$ cat src/rtl/lps_pkg.sv
`timescale 1ns / 1ps
// ----------------------------------------------------------------------------
// lps_pkg
// Types and constants shared by the line pixel stepper modules.
// ----------------------------------------------------------------------------
package lps_pkg;

    localparam int COLOR_W = 8;
    localparam int RGB_W   = 3 * COLOR_W;

    // Item kind carried on the input tuser.
    typedef enum logic
    {
        OP_START = 1'b0,
        OP_STEP  = 1'b1
    } op_t;

    // Drawing phase of the current line.
    typedef enum logic [2:0]
    {
        PH_IDLE = 3'd0,
        PH_VERT = 3'd1,
        PH_HORZ = 3'd2,
        PH_XRUN = 3'd3,
        PH_YRUN = 3'd4
    } phase_t;

    // Control of the item held in the input register.
    typedef struct packed
    {
        logic valid;
        op_t  op;
    } item_ctl_t;

    // Control of the result produced by the step unit.
    typedef struct packed
    {
        logic valid;
        logic last;
    } res_ctl_t;

endpackage

$ cat src/rtl/lps_in_reg.sv
`timescale 1ns / 1ps
// ----------------------------------------------------------------------------
// lps_in_reg
// Input register that holds one accepted item until the step unit takes it.
// ----------------------------------------------------------------------------
module lps_in_reg
    import lps_pkg::*;
#(
    parameter int COORD_WIDTH = 11
)
(
    input  logic                   clk,
    input  logic                   rst_n,
    input  logic                   s_tvalid,
    output logic                   s_tready,
    input  op_t                    s_op,
    input  logic [COORD_WIDTH-1:0] s_x_a,
    input  logic [COORD_WIDTH-1:0] s_y_a,
    input  logic [COORD_WIDTH-1:0] s_x_b,
    input  logic [COORD_WIDTH-1:0] s_y_b,
    input  logic [RGB_W-1:0]       s_rgb,
    input  logic                   advance,
    output item_ctl_t              ctl,
    output logic [COORD_WIDTH-1:0] x_a,
    output logic [COORD_WIDTH-1:0] y_a,
    output logic [COORD_WIDTH-1:0] x_b,
    output logic [COORD_WIDTH-1:0] y_b,
    output logic [RGB_W-1:0]       rgb
);

    logic                   valid_reg;
    logic                   valid_next;
    op_t                    op_reg;
    logic [COORD_WIDTH-1:0] x_a_reg;
    logic [COORD_WIDTH-1:0] y_a_reg;
    logic [COORD_WIDTH-1:0] x_b_reg;
    logic [COORD_WIDTH-1:0] y_b_reg;
    logic [RGB_W-1:0]       rgb_reg;
    logic                   take;

    // The register is free when empty or when its item moves on this cycle.
    assign s_tready = !valid_reg || advance;
    assign take     = s_tvalid && s_tready;

    always_comb
    begin
        valid_next = valid_reg;
        if (take)
        begin
            valid_next = 1'b1;
        end
        else if (advance)
        begin
            valid_next = 1'b0;
        end
    end

    always_ff @(posedge clk or negedge rst_n)
    begin
        if (!rst_n)
        begin
            valid_reg <= 1'b0;
        end
        else
        begin
            valid_reg <= valid_next;
        end
    end

    always_ff @(posedge clk)
    begin
        if (take)
        begin
            op_reg  <= s_op;
            x_a_reg <= s_x_a;
            y_a_reg <= s_y_a;
            x_b_reg <= s_x_b;
            y_b_reg <= s_y_b;
            rgb_reg <= s_rgb;
        end
    end

    assign ctl.valid = valid_reg;
    assign ctl.op    = op_reg;
    assign x_a       = x_a_reg;
    assign y_a       = y_a_reg;
    assign x_b       = x_b_reg;
    assign y_b       = y_b_reg;
    assign rgb       = rgb_reg;

endmodule

$ cat src/rtl/lps_step.sv
`timescale 1ns / 1ps
// ----------------------------------------------------------------------------
// lps_step
// Line state and the combinational step logic that produces the next pixel.
// ----------------------------------------------------------------------------
module lps_step
    import lps_pkg::*;
#(
    parameter int COORD_WIDTH = 11
)
(
    input  logic                   clk,
    input  logic                   rst_n,
    input  item_ctl_t              ctl,
    input  logic                   advance,
    input  logic [COORD_WIDTH-1:0] x_a,
    input  logic [COORD_WIDTH-1:0] y_a,
    input  logic [COORD_WIDTH-1:0] x_b,
    input  logic [COORD_WIDTH-1:0] y_b,
    input  logic [RGB_W-1:0]       rgb,
    output res_ctl_t               res,
    output logic [COORD_WIDTH-1:0] pixel_x,
    output logic [COORD_WIDTH-1:0] pixel_y,
    output logic [RGB_W-1:0]       pixel_rgb
);

    localparam int W  = COORD_WIDTH;
    // The error term is (cx - ox) * dy - (cy - oy) * dx, kept incrementally.
    localparam int EW = 2 * COORD_WIDTH + 3;

    phase_t                phase_reg;
    phase_t                phase_next;
    logic [W-1:0]          cx_reg;
    logic [W-1:0]          cx_next;
    logic [W-1:0]          cy_reg;
    logic [W-1:0]          cy_next;
    logic [W-1:0]          tx_reg;
    logic [W-1:0]          tx_next;
    logic [W-1:0]          ty_reg;
    logic [W-1:0]          ty_next;
    logic [W-1:0]          dx_reg;
    logic [W-1:0]          dx_next;
    logic [W:0]            dy_reg;
    logic [W:0]            dy_next;
    logic signed [EW-1:0]  err_reg;
    logic signed [EW-1:0]  err_next;
    logic [RGB_W-1:0]      rgb_reg;
    logic [RGB_W-1:0]      rgb_next;

    logic                  swap;
    logic [W-1:0]          lx;
    logic [W-1:0]          ly;
    logic [W-1:0]          rx;
    logic [W-1:0]          ry;
    logic [W-1:0]          dx_new;
    logic [W:0]            dy_new;
    logic                  up;
    logic                  active;
    logic                  last;
    logic                  stay;
    logic                  more;
    logic [W:0]            cx_inc;
    logic [W:0]            cy_inc;
    logic [W-1:0]          cy_dec;
    logic signed [EW-1:0]  dy_e;
    logic signed [EW-1:0]  dx_e;
    logic signed [EW-1:0]  dxw_e;
    logic signed [EW-1:0]  err_x;
    logic signed [EW-1:0]  err_yu;
    logic signed [EW-1:0]  err_yd;

    // Endpoint ordering for a start item: x never falls along the line.
    assign swap   = x_b < x_a;
    assign lx     = swap ? x_b : x_a;
    assign ly     = swap ? y_b : y_a;
    assign rx     = swap ? x_a : x_b;
    assign ry     = swap ? y_a : y_b;
    assign dx_new = rx - lx;
    assign dy_new = {1'b0, ry} - {1'b0, ly};

    assign up     = !dy_reg[W] && (dy_reg != '0);
    assign cx_inc = {1'b0, cx_reg} + {{W{1'b0}}, 1'b1};
    assign cy_inc = {1'b0, cy_reg} + {{W{1'b0}}, 1'b1};
    assign cy_dec = cy_reg - {{(W-1){1'b0}}, 1'b1};

    assign dy_e   = {{(EW-W-1){dy_reg[W]}}, dy_reg};
    assign dx_e   = {{(EW-W){1'b0}}, dx_reg};
    assign dxw_e  = {{(EW-2*W){1'b0}}, dx_reg, {W{1'b0}}};
    assign err_x  = err_reg + dy_e;
    assign err_yu = err_reg - dx_e;
    assign err_yd = err_reg + dx_e;

    always_comb
    begin
        active = 1'b0;
        case (phase_reg)
            PH_VERT, PH_HORZ, PH_XRUN, PH_YRUN: active = 1'b1;
            default:                            active = 1'b0;
        endcase
    end

    always_comb
    begin
        phase_next = phase_reg;
        cx_next    = cx_reg;
        cy_next    = cy_reg;
        tx_next    = tx_reg;
        ty_next    = ty_reg;
        dx_next    = dx_reg;
        dy_next    = dy_reg;
        err_next   = err_reg;
        rgb_next   = rgb_reg;
        last       = 1'b0;
        stay       = 1'b0;
        more       = 1'b0;

        if (ctl.op == OP_START)
        begin
            cx_next  = lx;
            cy_next  = ly;
            tx_next  = rx;
            ty_next  = ry;
            dx_next  = dx_new;
            dy_next  = dy_new;
            err_next = '0;
            rgb_next = rgb;
            if (dx_new == '0)
            begin
                phase_next = PH_VERT;
            end
            else if (dy_new == '0)
            begin
                phase_next = PH_HORZ;
            end
            else
            begin
                phase_next = PH_XRUN;
            end
        end
        else
        begin
            unique case (phase_reg)
                PH_IDLE:
                begin
                    phase_next = PH_IDLE;
                end
                PH_VERT:
                begin
                    if (cy_reg == ty_reg)
                    begin
                        last = 1'b1;
                    end
                    else if (cy_reg < ty_reg)
                    begin
                        cy_next = cy_inc[W-1:0];
                    end
                    else
                    begin
                        cy_next = cy_dec;
                    end
                end
                PH_HORZ:
                begin
                    if (cx_reg >= tx_reg)
                    begin
                        last = 1'b1;
                    end
                    else
                    begin
                        cx_next = cx_inc[W-1:0];
                    end
                end
                PH_XRUN:
                begin
                    cx_next  = cx_inc[W-1:0];
                    err_next = err_x;
                    if (up)
                    begin
                        stay = err_x[EW-1];
                    end
                    else
                    begin
                        stay = !err_x[EW-1] && (err_x != '0);
                    end
                    if (!(stay && (cx_inc < {1'b0, tx_reg})))
                    begin
                        phase_next = PH_YRUN;
                    end
                end
                PH_YRUN:
                begin
                    if (up)
                    begin
                        cy_next = cy_inc[W-1:0];
                        more    = !err_yu[EW-1] && (err_yu != '0)
                                  && (cy_inc < {1'b0, ty_reg});
                        // Stepping past the top edge wraps the cursor to zero.
                        err_next = cy_inc[W] ? (err_yu + dxw_e) : err_yu;
                    end
                    else if (cy_reg == '0)
                    begin
                        // Stepping below zero wraps to the top row and the run goes on.
                        cy_next  = cy_dec;
                        more     = 1'b1;
                        err_next = err_yd - dxw_e;
                    end
                    else
                    begin
                        cy_next  = cy_dec;
                        more     = err_yd[EW-1] && (cy_dec > ty_reg);
                        err_next = err_yd;
                    end
                    if (!more)
                    begin
                        if (cx_reg < tx_reg)
                        begin
                            phase_next = PH_XRUN;
                        end
                        else
                        begin
                            last = 1'b1;
                        end
                    end
                end
                default:
                begin
                    phase_next = PH_IDLE;
                end
            endcase
            if (last)
            begin
                phase_next = PH_IDLE;
            end
        end
    end

    always_ff @(posedge clk or negedge rst_n)
    begin
        if (!rst_n)
        begin
            phase_reg <= PH_IDLE;
        end
        else if (advance)
        begin
            phase_reg <= phase_next;
        end
    end

    always_ff @(posedge clk)
    begin
        if (advance)
        begin
            cx_reg  <= cx_next;
            cy_reg  <= cy_next;
            tx_reg  <= tx_next;
            ty_reg  <= ty_next;
            dx_reg  <= dx_next;
            dy_reg  <= dy_next;
            err_reg <= err_next;
            rgb_reg <= rgb_next;
        end
    end

    assign res.valid = ctl.valid && (ctl.op == OP_STEP) && active;
    assign res.last  = last;
    assign pixel_x   = cx_reg;
    assign pixel_y   = cy_reg;
    assign pixel_rgb = rgb_reg;

endmodule

$ cat src/rtl/lps_out_reg.sv
`timescale 1ns / 1ps
// ----------------------------------------------------------------------------
// lps_out_reg
// Output register that holds one pixel until the receiver takes it.
// ----------------------------------------------------------------------------
module lps_out_reg
    import lps_pkg::*;
#(
    parameter int COORD_WIDTH = 11
)
(
    input  logic                   clk,
    input  logic                   rst_n,
    input  res_ctl_t               res,
    input  logic                   advance,
    input  logic [COORD_WIDTH-1:0] pixel_x,
    input  logic [COORD_WIDTH-1:0] pixel_y,
    input  logic [RGB_W-1:0]       pixel_rgb,
    output logic                   can_load,
    output logic                   m_tvalid,
    input  logic                   m_tready,
    output logic [COORD_WIDTH-1:0] out_x,
    output logic [COORD_WIDTH-1:0] out_y,
    output logic [RGB_W-1:0]       out_rgb,
    output logic                   m_tlast
);

    logic                   valid_reg;
    logic                   valid_next;
    logic [COORD_WIDTH-1:0] x_reg;
    logic [COORD_WIDTH-1:0] y_reg;
    logic [RGB_W-1:0]       rgb_reg;
    logic                   last_reg;
    logic                   load;

    assign can_load = !valid_reg || m_tready;
    assign load     = advance && res.valid;

    always_comb
    begin
        valid_next = valid_reg;
        if (load)
        begin
            valid_next = 1'b1;
        end
        else if (m_tready)
        begin
            valid_next = 1'b0;
        end
    end

    always_ff @(posedge clk or negedge rst_n)
    begin
        if (!rst_n)
        begin
            valid_reg <= 1'b0;
        end
        else
        begin
            valid_reg <= valid_next;
        end
    end

    always_ff @(posedge clk)
    begin
        if (load)
        begin
            x_reg    <= pixel_x;
            y_reg    <= pixel_y;
            rgb_reg  <= pixel_rgb;
            last_reg <= res.last;
        end
    end

    assign m_tvalid = valid_reg;
    assign out_x    = x_reg;
    assign out_y    = y_reg;
    assign out_rgb  = rgb_reg;
    assign m_tlast  = last_reg;

endmodule

$ cat src/rtl/line_pixel_stepper_top.sv
`timescale 1ns / 1ps
// ----------------------------------------------------------------------------
// line_pixel_stepper_top
// Line rasterizer that emits one pixel of the current line per step item.
// ----------------------------------------------------------------------------
// Usage: the slave stream carries commands. tuser selects the kind: a start
// transfer loads two endpoints and a colour and produces no pixel, a step
// transfer produces the next pixel of the line on the master stream, with
// tlast marking the final pixel. A step while no line is active produces
// nothing. A start during a line abandons it and begins the new one.
// An input transfer reaches the master side through the input register, where
// the step unit works on the item, and then the output register, which
// captures its pixel. Throughput is one item per cycle while the receiver does
// not stall, set by the step unit, which updates the line state and an exact
// incremental slope error term with one add and compare per item.
// Reset clears the valid flags and returns the line to idle, so no pixel is
// pending after reset. When the receiver stalls, the pending pixel holds in
// the output register; the input register still takes one more item, and
// start items and idle steps keep flowing because they produce no pixel.
// ----------------------------------------------------------------------------
module line_pixel_stepper_top
    import lps_pkg::*;
#(
    parameter int COORD_WIDTH = 11
)
(
    input  logic                      clk,
    input  logic                      rst_n,
    input  logic                      s_tvalid,
    output logic                      s_tready,
    // Fields from bit 0 up: x_a, y_a, x_b, y_b, red, green, blue, zero pad.
    input  logic [((4*COORD_WIDTH+24+7)/8)*8-1:0] s_tdata,
    // Fields from bit 0 up: operation (0 start, 1 step).
    input  logic                      s_tuser,
    output logic                      m_tvalid,
    input  logic                      m_tready,
    // Fields from bit 0 up: pixel_x, pixel_y, pixel_red, pixel_green,
    // pixel_blue, zero pad.
    output logic [((2*COORD_WIDTH+24+7)/8)*8-1:0] m_tdata,
    // Set on the last pixel of a line.
    output logic                      m_tlast
);

    localparam int W        = COORD_WIDTH;
    localparam int M_DATA_W = ((2*COORD_WIDTH+24+7)/8)*8;

    item_ctl_t              item_ctl;
    res_ctl_t               res_ctl;
    logic                   advance;
    logic                   can_load;
    op_t                    s_op;
    logic [RGB_W-1:0]       s_rgb;
    logic [W-1:0]           x_a;
    logic [W-1:0]           y_a;
    logic [W-1:0]           x_b;
    logic [W-1:0]           y_b;
    logic [RGB_W-1:0]       rgb;
    logic [W-1:0]           pixel_x;
    logic [W-1:0]           pixel_y;
    logic [RGB_W-1:0]       pixel_rgb;
    logic [W-1:0]           out_x;
    logic [W-1:0]           out_y;
    logic [RGB_W-1:0]       out_rgb;

    assign s_op  = op_t'(s_tuser);
    // Colour is kept red high, blue low.
    assign s_rgb = {s_tdata[4*W +: COLOR_W],
                    s_tdata[4*W+COLOR_W +: COLOR_W],
                    s_tdata[4*W+2*COLOR_W +: COLOR_W]};

    // The held item moves on when it makes no pixel or the output can take one.
    assign advance = item_ctl.valid && (!res_ctl.valid || can_load);

    lps_in_reg #(
        .COORD_WIDTH (COORD_WIDTH)
    ) u_in_reg (
        .clk      (clk),
        .rst_n    (rst_n),
        .s_tvalid (s_tvalid),
        .s_tready (s_tready),
        .s_op     (s_op),
        .s_x_a    (s_tdata[0 +: W]),
        .s_y_a    (s_tdata[W +: W]),
        .s_x_b    (s_tdata[2*W +: W]),
        .s_y_b    (s_tdata[3*W +: W]),
        .s_rgb    (s_rgb),
        .advance  (advance),
        .ctl      (item_ctl),
        .x_a      (x_a),
        .y_a      (y_a),
        .x_b      (x_b),
        .y_b      (y_b),
        .rgb      (rgb)
    );

    lps_step #(
        .COORD_WIDTH (COORD_WIDTH)
    ) u_step (
        .clk       (clk),
        .rst_n     (rst_n),
        .ctl       (item_ctl),
        .advance   (advance),
        .x_a       (x_a),
        .y_a       (y_a),
        .x_b       (x_b),
        .y_b       (y_b),
        .rgb       (rgb),
        .res       (res_ctl),
        .pixel_x   (pixel_x),
        .pixel_y   (pixel_y),
        .pixel_rgb (pixel_rgb)
    );

    lps_out_reg #(
        .COORD_WIDTH (COORD_WIDTH)
    ) u_out_reg (
        .clk       (clk),
        .rst_n     (rst_n),
        .res       (res_ctl),
        .advance   (advance),
        .pixel_x   (pixel_x),
        .pixel_y   (pixel_y),
        .pixel_rgb (pixel_rgb),
        .can_load  (can_load),
        .m_tvalid  (m_tvalid),
        .m_tready  (m_tready),
        .out_x     (out_x),
        .out_y     (out_y),
        .out_rgb   (out_rgb),
        .m_tlast   (m_tlast)
    );

    // Output order from bit 0: x, y, red, green, blue.
    assign m_tdata = M_DATA_W'({out_rgb[0 +: COLOR_W],
                                out_rgb[COLOR_W +: COLOR_W],
                                out_rgb[2*COLOR_W +: COLOR_W],
                                out_y,
                                out_x});

endmodule

$ cat config.mk
export PLATFORM = sky130hd
export DESIGN_NAME = line_pixel_stepper_top
export DESIGN_NICKNAME = d
export VERILOG_FILES = /design/src/rtl/lps_pkg.sv /design/src/rtl/lps_in_reg.sv /design/src/rtl/lps_step.sv /design/src/rtl/lps_out_reg.sv /design/src/rtl/line_pixel_stepper_top.sv
export SDC_FILE = /design/constraint.sdc
export NUM_CORES = 1
export LEC_CHECK = 0
export BUFFER_PORTS_ARGS = -buffer_cell sky130_fd_sc_hd__buf_2
export CORE_MARGIN = 4
export CORE_UTILIZATION = 50
export CTS_BUF_LIST = sky130_fd_sc_hd__clkbuf_4 sky130_fd_sc_hd__clkbuf_8 sky130_fd_sc_hd__clkbuf_16
export DETAILED_ROUTE_END_ITERATION = 8
export GPL_ROUTABILITY_DRIVEN = 0
export PLACE_DENSITY = 0.75
export SLEW_MARGIN = 10
export SYNTH_ARGS = -nofsm -noshare
export SYNTH_HDL_FRONTEND = slang
export SYNTH_SLANG_ARGS = --single-unit
$ cat constraint.sdc
create_clock -name clk -period 11.3 [get_ports clk]
set_input_delay 2.26 -clock clk [delete_from_list [all_inputs] [get_ports clk]]
set_output_delay 2.26 -clock clk [all_outputs]
set_load 0.05 [all_outputs]
==> flow_summary_export.csv, run 1 <==
group,metric,value,unit
die,die_h,191,um
sta,drv_slew,0,
clock_network,post_cts_resized,0,
global_routing,grt_usage,23.7,%
placed_design,dpl-instance-area,17800,um2
yosys,synthTopCellsByArea,"edfxtp_1 41%, ha_1 10%, xnor2_1 4.6%",
yosys,synthMostInstantiatedCell,"edfxtp_1",
yosys,ys.warnings.count,0,
critical_path,cp_cell_sequence,"ha_1 > a211o_1 > a21oi_1 > nand4_1 > a211oi_1 > a31oi_1 > ha_1 > or4_1 > o2111a_1 > o311a_1 > o211a_1 > or3_1 > a2111oi_1 > o22ai_1 > mux2_4",
sta,finalHoldViolCount,0,
global_routing,gr-total-overflow,0,
critical_path,crit_path_max_fanout,15,
pwr,powerDensity,214,nW/um2
routing,drt_iter0_drc,1644,
sta,worstMarginPinSlew,1.19,ns
clock_network,path_clk_slew,0.06,ns
sta,hold_ws,0.415,ns
outcome,status,"completed",
yosys,ys_top_cells_by_count,"232 x edfxtp_1, 175 x nand2_1, 139 x ha_1, 122 x nor2_1, 110 x o21ai_0",
yosys,ys_types,87,
routing,routedWlPerCell,19.4,um
layout,stdcell_area,18700,um2
routing,drc_errors,0,
yosys,syn_area_per_cell,9.73,um2
layout,fin_nets,2043,
pwr,total_power,3.99,mW
critical_path,start_kind,"register",
sta,skew,0.0293,ns
clock_network,hold_buffers,0,
die,ios,128,
global_routing,first_global_vias,13200,
yosys,postSynth.asyncResetShare,2.11,%
yosys,synth_ff_type,"edfxtp_1",
sta,setup_violations,0,
global_routing,grt_antenna_before_repair,0,
critical_path,slowest_stage,"a2111oi_1",
die,start_util,51.2,%
layout,diodes,0,
global_routing,grt_max_degree,74,
placed_design,post-place-ws,5.05,ns
sta,rsz0062_at_grt,"false",
pwr,peakVddDrop,0.150,mV
layout,area_delta_synth_final,11.1,%
layout,drive_gt1_share,11.4,%
sta,maxSlewHeadroom,19.9,%
die,die_w,191,um
pwr,p_leak,7.41,nW
die,dieArea,36600,um2
yosys,synthCells,1729,
routing,dr.pass1.iters,6,
clock_network,cts_buffer_depth,3,
sta,period_share,57.0,%
placed_design,dpl.hpwl,33.5,mm
layout,n_fill_cell,2835,
die,core_area,32900,um2
yosys,seq_area_frac_synth,42.2,%
layout,largest_reg_flops,25,
job,maxCapViolations,0,
global_routing,grt_pass1_wl,70.7,mm
routing,vias,14000,
clock_network,cts-root-buf,"clkbuf_16",
routing,drt_wl_total,44.4,mm
yosys,yosys.area.top_type,"edfxtp_1",
yosys,syn-cell-area,16800,um2
placed_design,dp.cells,2235,
clock_network,cts_tree,"built",
clock_network,cts_buffers,27,
critical_path,worstSetupPathType,"register to register",
placed_design,portBuffers,121,
routing,postRouteAntennaNets,0,
layout,post-route-util,56.8,%
clock_network,htreeDepth,1,
yosys,synth_top_area_share,41.4,%
clock_network,cts_setup_buffers,0,
layout,fin_cells,2284,
sta,max_freq,155,MHz
yosys,ys_ff_latch,237,
clock_network,clk_latency,0.54,ns
critical_path,slowest_delay,1.04,ns
clock_network,numClockSinks,237,
sta,setup_tns,0,ns
routing,viasPerCell,6.15,
critical_path,required,11.71,ns
worst_hold_path,hold_class,"register to register",
critical_path,endpoint_kind,"register",
critical_path,cpMostUsedCell,"ha_1",
critical_path,arrival,6.85,ns
sta,final.min_clock_period,6.44,ns
yosys,synth_edf_count,232,
die,rows,66,
sta,fin_ws,4.86,ns
-- final cells by class --
type                            count  area (um2)  share of cell area, %
Clock buffer                       33         721                   3.86
Clock inverter                     16         128                  0.683
Inverter                           98         368                   1.97
Multi-Input combinational cell   1325        9120                   48.8
Sequential cell                   237        7090                   38.0
Tap cell                          442         553                   2.96
Timing Repair Buffer              133         696                   3.72
-- critical path: cells and delay by family, from the launching register on --
| family | cells | cell delay [ns] |
|---|---|---|
| DFF | 1 | 0.48 |
| muxes | 1 | 0.34 |
| and+or+nand+nor | 3 | 1.46 |
| AOI/OAI and AO/OA | 9 | 3.37 |
| adders and majority gates | 2 | 0.66 |
-- power by group --
group / leakage, nW / internal, mW / switching [mW] / total (mW)
sequential: 2.27 / 1.16 / 0.174 / 1.34
clock: 0.416 / 0.479 / 0.348 / 0.827
combinational: 4.72 / 0.700 / 1.13 / 1.83
-- cell families (layout without fill, tap and decap cells) --
logic type	Yosys count	count (layout)	share of synthesized area, %
AO/OA/AOI/OAI	445	445	17.6
XOR/XNOR	126	126	6.56
adder cells (fa/ha/maj)	157	157	11.7
buffers and inverters	168	280	3.83
flip-flops	237	237	42.2
multiplexers	17	17	1.06
other	1	2	0.0223
AND/OR/NAND/NOR	578	578	17.1
-- metal layers --
layer  vias to the layer above  GRT usage, %  routed length (um)
met4                         0          7.90                1860
met2                       734          36.7               19100
met5                         -             0                   0
met1                      6538          34.3               19200
li1                       6644             -                   -
met3                       124          3.60                4300
-- cells in the final DEF, fill, tap and decap left out, types with 42 or more instances in the layout --
cell / Yosys / final
o21ai_0: 110 / 110
nand3_1: 42 / 42
nand2_1: 175 / 175
nor2_1: 122 / 120
inv_1: 98 / 98
buf_2: 5 / 121
a21oi_1: 97 / 97
nor3_1: 53 / 52
edfxtp_1: 232 / 232
ha_1: 139 / 139
xnor2_1: 88 / 88
-- path summary, 6_finish.rpt --
kind	start	to	slack (ns)	depth (start not counted)
worst max-delay path	u_in_reg.x_b[8]$_DFFE_PP_	u_step.phase_reg[1]$_DFFE_PN0P_	4.86	15
worst min-delay path	u_step.pixel_rgb[5]$_DFFE_PP_	u_out_reg.out_rgb[5]$_DFFE_PP_	0.41	0
worst max register to register	u_in_reg.x_b[8]$_DFFE_PP_	u_step.phase_reg[1]$_DFFE_PN0P_	4.86	15
worst min register to register	u_step.pixel_rgb[5]$_DFFE_PP_	u_out_reg.out_rgb[5]$_DFFE_PP_	0.41	0
max in group asynchronous	rst_n	u_in_reg.valid_reg$_DFFE_PN0P_	9.62	1
min in group asynchronous	rst_n	u_step.phase_reg[2]$_DFFE_PN0P_	1.53	1
Power figures use the tool's default switching activity.
==> inputs of run 2 (changes only) <==
clock period = 6.1 ns   (was 11.3 ns; I/O delays follow)
==> run 2 against run 1 <==
Compared with the run above:
- setup slack lost 4.3 ns
- count of clock-buffer cells in the layout shrank 2
- the flow now finishes with violations (DRC)
- combinational power is 86% higher
- clock power up 83%
- clock skew fell by 0.0060 ns
- maximum frequency grew 16%
- via count is 0.41% lower
- sequential share of layout area barely moved
- die area unchanged
==> flow_summary_export.csv, run 2 (same netlist as run 1, synthesis figures left out) <==
group,metric,value,unit
sta,max_freq,180,MHz
sta,setup_violations,0,
die,core_area,32900,um2
clock_network,cts_tree,"built",
routing,dr.pass1.iters,9,
die,start_util,51.2,%
pwr,netSwitchingPower,3.09,mW
critical_path,cpMostUsedCell,"a21oi_1",
global_routing,gr-total-overflow,0,
pwr,p_leak,7.40,nW
pwr,pwr-share-clk,20.5,%
global_routing,grt_pass1_wl,71.4,mm
global_routing,grt_antenna_before_repair,0,
critical_path,slowest_stage,"edfxtp_1",
layout,fin_cells,2286,
pwr,peakVddDrop,0.263,mV
layout,area_delta_synth_final,11.1,%
clock_network,numClockSinks,237,
placed_design,portBuffers,121,
sta,rsz0062_at_grt,"false",
critical_path,cp_cell_sequence,"ha_1 > nand2b_1 > a21oi_1 > o21bai_1 > a311oi_1 > o21ai_0 > a31oi_1 > or2_2 > xnor2_1 > ha_1 > inv_1 > fa_1 > a21o_1 > a21oi_1 > o21ai_0 > a21oi_1 > o21bai_1 > a21oi_1 > o21ai_0 > a2111oi_1 > xnor2_1 > a211oi_1",
routing,vias,14000,
outcome,violations,"DRC",
critical_path,critPathCapture,"u_step.err_reg[23]$_SDFFCE_PN0P_",
clock_network,cts_buffer_depth,3,
critical_path,slowest_delay,0.51,ns
sta,worstMarginPinSlew,1.20,ns
pwr,p_comb_share,46.0,%
critical_path,cp-startpoint,"u_step.err_reg[1]$_SDFFCE_PN0P_",
sta,skew,0.0233,ns
die,rows,66,
critical_path,timing.rr.end,"u_step.err_reg[23]$_SDFFCE_PN0P_",
critical_path,reg2reg_setup_slack,0.55,ns
global_routing,first_global_vias,13100,
critical_path,required,6.37,ns
layout,drive_gt1_share,11.4,%
layout,fin_nets,2045,
clock_network,htreeDepth,1,
critical_path,start_kind,"register",
die,die_w,191,um
die,dieArea,36600,um2
pwr,powerDensity,395,nW/um2
sta,drv_slew,0,
routing,routedWlPerCell,19.6,um
clock_network,hold_buffers,0,
global_routing,grt_max_degree,70,
outcome,status,"finished, violations left",
critical_path,worstSetupPathType,"register to register",
routing,drt_wl_total,44.8,mm
clock_network,path_clk_slew,0.07,ns
pwr,p_sw_share,41.9,%
critical_path,arrival,5.82,ns
routing,drt_iter0_drc,1659,
routing,drc_errors,1,
critical_path,crit_path_max_fanout,5,
die,ios,128,
pwr,power_frac_seq,33.5,%
clock_network,cts_buffers,26,
layout,final_cell_mix,"232 x edfxtp_1, 175 x nand2_1, 139 x ha_1, 121 x buf_2, 120 x nor2_1",
clock_network,clk_latency,0.54,ns
placed_design,dpl.hpwl,33.6,mm
layout,layout_commonest_cell,"edfxtp_1",
sta,final.min_clock_period,5.55,ns
clock_network,cts-root-buf,"clkbuf_16",
pwr,total_power,7.38,mW
placed_design,dp.cells,2238,
job,maxCapViolations,0,
die,die_h,191,um
critical_path,r2r_start,"u_step.err_reg[1]$_SDFFCE_PN0P_",
critical_path,endpoint_kind,"register",
layout,stdcell_area,18700,um2
placed_design,dpl-instance-area,17900,um2
sta,finalHoldViolCount,0,
routing,viasPerCell,6.12,
worst_hold_path,hold_class,"register to register",
critical_path,reg2regPathDepth,22,
pwr,p_int,4.29,mW
sta,maxSlewHeadroom,19.4,%
sta,setup_tns,0,ns
routing,postRouteAntennaNets,0,
sta,period_share,91.1,%
layout,largest_reg_flops,25,
global_routing,grt_usage,24.2,%
layout,diodes,0,
[run 2: cell count changes in the layout (fill, tap and decap cells not counted), sizes merged]
cell	previous run	this run
clkinvlp	3	4
inv	99	104
clkbuf	33	31
bufinv	1	0
buf	133	136
clkinv	11	7
[run 2: through the flow]
| stage | hold slack (ns) | setup WS [ns] | utilization [%] |
|---|---|---|---|
| CTS | 0.419 | 0.540 | 56.8 |
| detailed placement | 0.405 | 0.553 | 54.3 |
| global placement | 0.400 | 0.631 | 54.3 |
| floorplan | 0.400 | 0.632 | - |
| global route | 0.423 | 0.00417 | 56.8 |
| finish | 0.416 | 0.546 | 56.8 |
[run 2: cell type report]
class / instances / area, um2
clock inverter: 17 / 114
timing repair buffer: 136 / 718
fill: 2881 / 14200
tap: 442 / 553
sequential: 237 / 7090
multi-input combinational: 1325 / 9130
inverter: 98 / 368
clock buffer: 31 / 706
[run 2: how the worst min path moves through the flow]
stage | endpoint | cells after the start | slack, ns | start
after floorplan | u_out_reg.out_rgb[0]$_DFFE_PP_ | 0 | 0.40 | u_step.pixel_rgb[0]$_DFFE_PP_
after global placement | u_step.pixel_rgb[6]$_DFFE_PP_ | 0 | 0.40 | u_in_reg.rgb[6]$_DFFE_PP_
after detailed placement | u_out_reg.out_rgb[11]$_DFFE_PP_ | 0 | 0.40 | u_step.pixel_rgb[11]$_DFFE_PP_
after CTS | u_step.pixel_rgb[5]$_DFFE_PP_ | 0 | 0.42 | u_in_reg.rgb[5]$_DFFE_PP_
after global routing | u_out_reg.out_rgb[2]$_DFFE_PP_ | 0 | 0.42 | u_step.pixel_rgb[2]$_DFFE_PP_
final | u_step.pixel_rgb[9]$_DFFE_PP_ | 0 | 0.42 | u_in_reg.rgb[9]$_DFFE_PP_
[run 2: timing repair]
item	4_1_cts	5_1_grt
endpoints found under the setup margin	0	1
gates resized for setup	0	1
buffers inserted	0	0
[run 2: worst max-delay path: cells and delay by family, from the launching register on]
family                   cells  cell delay [ns]
AO/OA/AOI/OAI               14             3.07
XOR/XNOR                     2             0.32
adder cells (fa/ha/maj)      3             0.97
buffers and inverters        1             0.06
flip-flops                   1             0.51
AND/OR/NAND/NOR              2             0.35
[run 2: metal layers]
metal,share of wire (%),vias to the layer above,GRT usage [%]
li1,-,6629,-
met1,44,6594,35.2
met2,44,667,37.5
met3,8.9,92,3.62
met4,3.3,0,7.04
met5,0,-,0
[run 2: power by group through the flow]
| stage | Sequential [mW] | Clock (mW) | Combinational, mW |
|---|---|---|---|
| 2_1_floorplan | 2.52 | 0 | 2.43 |
| 3_3_place_gp | 2.48 | 0 | 3.21 |
| 3_5_place_dp | 2.49 | 0 | 3.31 |
| 4_1_cts | 2.46 | 1.54 | 3.33 |
| 5_1_grt | 2.50 | 1.60 | 3.74 |
| 6_report | 2.47 | 1.51 | 3.40 |
